$ cat src/design/asb_pkg.sv
`default_nettype none

package asb_pkg;

    // fixed-point layout
    localparam int FRAC_BITS   = 16;
    localparam int SAT_W       = 32;
    localparam int HIST_W      = 8;
    localparam int PHASE_W     = 16;
    localparam int CNT_W       = 4;
    localparam int MAJORITY_MIN = 5;

    // configuration port
    localparam int CFG_INDEX_W = 2;
    localparam int CFG_DATA_W  = 16;

    localparam logic [CFG_DATA_W-1:0] DECAY_RESET = 16'd102;
    localparam logic [CFG_DATA_W-1:0] STEP_RESET  = 16'd3277;

    // bit clock nudge toward mid-bit
    localparam logic [PHASE_W-1:0] PHASE_NUDGE = 16'h0800;

    typedef enum logic [CFG_INDEX_W-1:0] {
        REG_DECAY    = 2'd0,
        REG_POLARITY = 2'd1,
        REG_STEP     = 2'd2
    } asb_reg_t;

    // from the top level to the bit clock
    typedef struct packed {
        logic advance;
        logic slice_bit;
    } asb_step_t;

    // from the bit clock back to the top level
    typedef struct packed {
        logic emit;
        logic bit_res;
    } asb_result_t;

endpackage

`default_nettype wire

$ cat src/design/asb_bit_clock.sv
`default_nettype none

module asb_bit_clock (
    input  wire logic                             clk,
    input  wire logic                             rst_n,
    input  wire asb_pkg::asb_step_t               step,
    input  wire logic [asb_pkg::PHASE_W-1:0]      phase_step,
    output asb_pkg::asb_result_t                  result
);

    logic [asb_pkg::HIST_W-1:0]  hist_reg;
    logic [asb_pkg::HIST_W-1:0]  hist_next;
    logic [asb_pkg::PHASE_W-1:0] phase_reg;
    logic [asb_pkg::PHASE_W-1:0] phase_nudged;
    logic [asb_pkg::PHASE_W:0]   phase_sum;
    logic                        clean_edge;
    logic [asb_pkg::CNT_W-1:0]   ones;

    // history shift and clean-pair detection (0011, 1100, 0110, 1001)
    always_comb
    begin
        hist_next  = {hist_reg[asb_pkg::HIST_W-2:0], step.slice_bit};
        clean_edge = (hist_next[2] ^ hist_next[0]) & (hist_next[3] ^ hist_next[1]);
    end

    // pull the phase toward mid-bit, then advance it
    always_comb
    begin
        phase_nudged = phase_reg;
        if (clean_edge)
        begin
            if (!phase_reg[asb_pkg::PHASE_W-1])
                phase_nudged = phase_reg + asb_pkg::PHASE_NUDGE;
            else
                phase_nudged = phase_reg - asb_pkg::PHASE_NUDGE;
        end
        phase_sum = {1'b0, phase_nudged} + {1'b0, phase_step};
    end

    // majority vote over the last eight decisions
    always_comb
    begin
        ones = '0;
        for (int i = 0; i < asb_pkg::HIST_W; i++)
            ones = ones + asb_pkg::CNT_W'(hist_next[i]);
        result.emit    = phase_sum[asb_pkg::PHASE_W];
        result.bit_res = (ones >= asb_pkg::CNT_W'(asb_pkg::MAJORITY_MIN));
    end

    always_ff @(posedge clk or negedge rst_n)
    begin
        if (!rst_n)
        begin
            hist_reg  <= '0;
            phase_reg <= '0;
        end
        else if (step.advance)
        begin
            hist_reg  <= hist_next;
            phase_reg <= phase_sum[asb_pkg::PHASE_W-1:0];
        end
    end

endmodule

`default_nettype wire

$ cat config.mk
export PLATFORM = sky130hd
export DESIGN_NAME = asb_bit_clock
export DESIGN_NICKNAME = d
export VERILOG_FILES = /design/src/design/asb_pkg.sv /design/src/design/asb_bit_clock.sv
export SDC_FILE = /design/constraint.sdc
export NUM_CORES = 1
export LEC_CHECK = 0
export BUFFER_PORTS_ARGS = -buffer_cell sky130_fd_sc_hd__buf_4
export CAP_MARGIN = 20
export CORE_ASPECT_RATIO = 1.5
export CORE_MARGIN = 2
export CORE_UTILIZATION = 59
export DETAILED_ROUTE_END_ITERATION = 12
export PLACE_DENSITY_LB_ADDON = 0.05
export SYNTH_ARGS = -nofsm -noshare
export SYNTH_HDL_FRONTEND = slang
export SYNTH_SLANG_ARGS = --single-unit
$ cat constraint.sdc
create_clock -name clk -period 4.2 [get_ports clk]
set_input_delay 0.21 -clock clk [delete_from_list [all_inputs] [get_ports clk]]
set_output_delay 0.21 -clock clk [all_outputs]
set_load 0.005 [all_outputs]
# Word-level counts from Yosys, hierarchy flattened

Index checks and enable logic that the tools add are counted.
W data, S select, Z words.

Mux-type cells: 2
Add/subtract/negate cells: 10
Bitwise gates (word level): 3
Magnitude comparators: 1

Operators with widths:

| kind                     | number |
|---|---|
| $mux W16                 | 2 |
| $add A16 B16 Y17         | 1 |
| $add A16 B12 Y16 const B | 1 |
| $add A4 B1 Y4            | 4 |
| $sub A16 B12 Y16 const B | 1 |
| $add A3 B1 Y4            | 1 |
| $ge A4 B3 Y1 const B     | 1 |
| $add A2 B1 Y3            | 1 |
| $add A1 B1 Y2            | 1 |
| $xor A1 B1 Y1            | 2 |
| $and A1 B1 Y1            | 1 |

Bits in registers: 23
Bits of input ports: 20
Logic and storage cells: 18

# Longest topological paths before layout

Word-level depth: 8
Gate-level depth with buffers: 12
Gate-level depth less buffers: 12

# Worst setup path before layout

No wires, ideal clock.

Path kind: reg2out
Start: register hist_reg[0] (netlist name)
End: output result[0] (netlist name)
Path slack: 1.107 ns
Path buffers: 0
Required time: 3.990 ns
Stages on the path, launching flop included: 13
Arrival time: 2.883 ns
Cell sequence: dfrtp_1 inv_1 fa_1 fa_1 fa_1 inv_1 ha_1 inv_1 fa_1 nor2b_1 o21ai_0 nand2_1 o31ai_1

RTL lines:

| what                     | line                | text |
|---|---|---|
| start: declaration       | asb_bit_clock.sv:11 | `logic [asb_pkg::HIST_W-1:0] hist_reg;` |
| start signal: assignment | asb_bit_clock.sv:59 | `hist_reg <= hist_next;` |
| end: declaration         | asb_bit_clock.sv:8  | `output asb_pkg::asb_result_t result` |

==> qor.yml <==
synthesis:
  synth.area.top_cells: "dfrtp_1 (28%), ha_1 (13%), fa_1 (5.7%), mux2_2 (5.4%), xnor2_1 (4.2%)"
  ys_ff_latch: 23
  synthFlopType: "dfrtp_1"
  yosysWarnings: 0
  syn_area_per_cell_um2: 9.33
  synth_top_cell_by_area: "dfrtp_1"
  synth-edff-count: 0
  synth_fp_nets: 272
  synth_cell_types: 45
  netlist.area_leader.share_pct: 27.5
  synthCells: 224
  ys_seq_area_share_pct: 27.5
  syn-cell-area_um2: 2090
  async_flop_share_pct: 100
clock_tree:
  cts_resized: 0
  htree_levels: 1
  clkSlewWorstSetupHoldPaths_ns: 0.09
  worstSkewPairLatency_ns: 0.26
  cts_tree: "built"
  clockRootBuffer: "clkbuf_8"
  clock_path_buffers: 2
  numCtsBuffers: 3
  numClockSinks: 23
sta:
  fin_ws_ns: 0.553
  final_max_slew_viol_count: 0
  layout_min_cycle_time_ns: 3.65
  rsz0062_at_grt: "no"
  fin_skew_ns: 0.00290
  fin_tns_setup_ns: 0
  fmax_mhz: 274
  relSlewSlack_pct: 61.9
  finalHoldViolCount: 0
  finalCritPeriodShare_pct: 86.8
  tightest_slew_ns: 0.569
  setup_violations: 0
final_layout:
  largest_reg_flops: 16
  final_nets: 291
  n_antenna_cell: 0
  layout-drive-gt1-share_pct: 20.2
  fill_cells: 290
  area_delta_synth_final_pct: 11.0
  multi_input_area_um2: 1400
  final_cells: 284
  seqCellArea_um2: 576
  post-route-util_pct: 68.5
worst_setup_path:
  worstPathMaxFanout: 3
  crit_required_ns: 3.99
  cp.arrival_ns: 3.44
  regToRegSetupSlack_ns: 1.38
  critPathCaptureType: "output port"
  timing.rr.end: "phase_reg[15]$_DFFE_PN0P_"
  reg2reg_from: "phase_reg[15]$_DFFE_PN0P_"
  crit_type: "reg2out"
  startpoint_type: "flip-flop"
  r2r_cells: 11
global_routing:
  grt_max_degree: 31
  grt_pass1_vias: 1769
  use_met1_pct: 29.7
  grt_usage_pct: 24.7
  grt.met2_usage_pct: 43.4
  grt.busiest_layer: "met2"
  grt_overflow: 0
  antenna_found_initial: 0
  grt_pass1_wl_um: 7820
  grtUsageMet3_pct: 3.11
job:
  maxCapViolCount: 0
power_and_ir_drop:
  ir_drop_uv: 389
  leakage_uw: 0.00109
  p_per_area_nw_per_um2: 763
  finalPower_uw: 1770
drt:
  vias_per_cell: 5.88
  ant_nets: 0
  drc: 0
  wl_per_cell_um: 15.1
  vias: 1669
  wirelength_um: 4280
  dr.pass1.iters: 4
  drt_iter0_drc: 25
worst_hold_path:
  worstHoldPathCells: 3
  hp-class: "in2reg"
  holdPathEnd: "hist_reg[0]$_DFFE_PN0P_"
  hold_start: "step[0]"
floorplan:
  io_pins: 22
  num_rows: 26
  die_w_um: 52.6
  initial_utilization_pct: 61.8
  die_area_um2: 4040
  core_area_um2: 3380
  die_height_um: 76.9
place:
  dp.cells: 279
  portBuffers: 21
  gp_congestion: 0.941
  hpwl_um: 3420
  dp_slack_ns: 0.834
outcome:
  outcome: "completed"
==> routing by layer <==
layer	vias up	share of wire (%)	wire [um]
li1	842	-	-
met1	801	42	1790
met2	17	55	2340
met3	9	1.5	62
met4	0	2.2	92
met5	-	0	0
==> repair_timing <==
action,4_1_cts,5_1_grt
setup buffers,0,0
hold endpoints to repair,23,0
hold buffers,1,0
==> cell usage after synthesis, drive strengths merged, types with 3 or more instances <==
cell type  count
dfrtp         23
ha            22
inv           21
nand2         21
a21oi         17
nor2          12
o21ai         12
mux2          10
xnor2         10
a21o           9
fa             6
nand3          5
o21a           5
a211o          4
buf            4
clkbuf         4
nand4          4
o21bai         4
o31ai          4
and3           3
nor3           3
==> metrics by stage <==
| step | area, um^2 | hold slack (ns) |
|---|---|---|
| finish | 2320 | 0.233 |
| global route | 2320 | 0.248 |
| detailed placement | 2260 | 0.124 |
| CTS | 2320 | 0.237 |
| global placement | 2260 | 0.122 |
| floorplan | 2090 | -0.0856 |
==> critical path, stage by stage, from the launching register on <==
cell,delay [ns]
dfrtp_1,0.38
inv_1,0.08
fa_1,0.52
fa_1,0.43
fa_1,0.49
inv_1,0.04
ha_1,0.19
inv_1,0.07
fa_1,0.40
nor2b_1,0.16
o21ai_0,0.14
nand2_1,0.07
o31ai_1,0.06
buf_4,0.15
==> worst max path at each step <==
| stage | startpoint | endpoint | cells past startpoint |
|---|---|---|---|
| 2_1_floorplan | hist_reg[0]$_DFFE_PN0P_ | result[0] | 12 |
| 3_3_place_gp | hist_reg[0]$_DFFE_PN0P_ | result[0] | 13 |
| 3_5_place_dp | hist_reg[0]$_DFFE_PN0P_ | result[0] | 13 |
| 4_1_cts | hist_reg[0]$_DFFE_PN0P_ | result[0] | 13 |
| 5_1_grt | hist_reg[0]$_DFFE_PN0P_ | result[0] | 13 |
| 6_report | hist_reg[0]$_DFFE_PN0P_ | result[0] | 13 |
==> report_power, final <==
| part | internal, uW | total [uW] | switching [uW] |
|---|---|---|---|
| clock | 66.3 | 142 | 75.8 |
| combinational | 587 | 1250 | 659 |
| sequential | 313 | 381 | 68.0 |
| total | 967 | 1770 | 803 |
==> cells in the final DEF (no fill, tap or decap), types with 3 or more instances in the layout <==
master and instances:
nor2_1 12, o21ai_0 10, a21o_1 9, xnor2_1 10, inv_1 21, fa_1 6, ha_1 22, a211o_1 4
nand3_1 5, a21oi_2 3, o21bai_1 3, buf_4 21, mux2_2 10, nand2_1 21, and3_1 3, a21oi_1 14
dfrtp_1 23, nor3_1 3, clkbuf_8 3, nand4_1 4, o21a_1 5
==> cell families (layout without fill, tap and decap cells) <==
kind of cell               after synthesis  after routing  synth area share [%]
and+or+nand+nor                         53             53                  11.7
xor gates and xnor gates                12             12                  5.03
buffers and inverters                   29             47                  5.57
muxes                                   12             12                  6.35
DFF                                     23             23                  27.5
adders and majority gates               28             28                  18.9
AOI/OAI and AO/OA                       67             67                  24.9
==> final cells by class <==
| class | count | area share, % |
|---|---|---|
| clock buffers | 3 | 1.78 |
| clock inverters | 1 | 0.216 |
| inverters | 21 | 3.40 |
| multi-input cells | 172 | 60.3 |
| flip-flops and latches | 23 | 24.8 |
| well taps | 42 | 2.27 |
| repair buffers | 22 | 7.23 |
No activity file was read; power rests on OpenSTA's default activity.
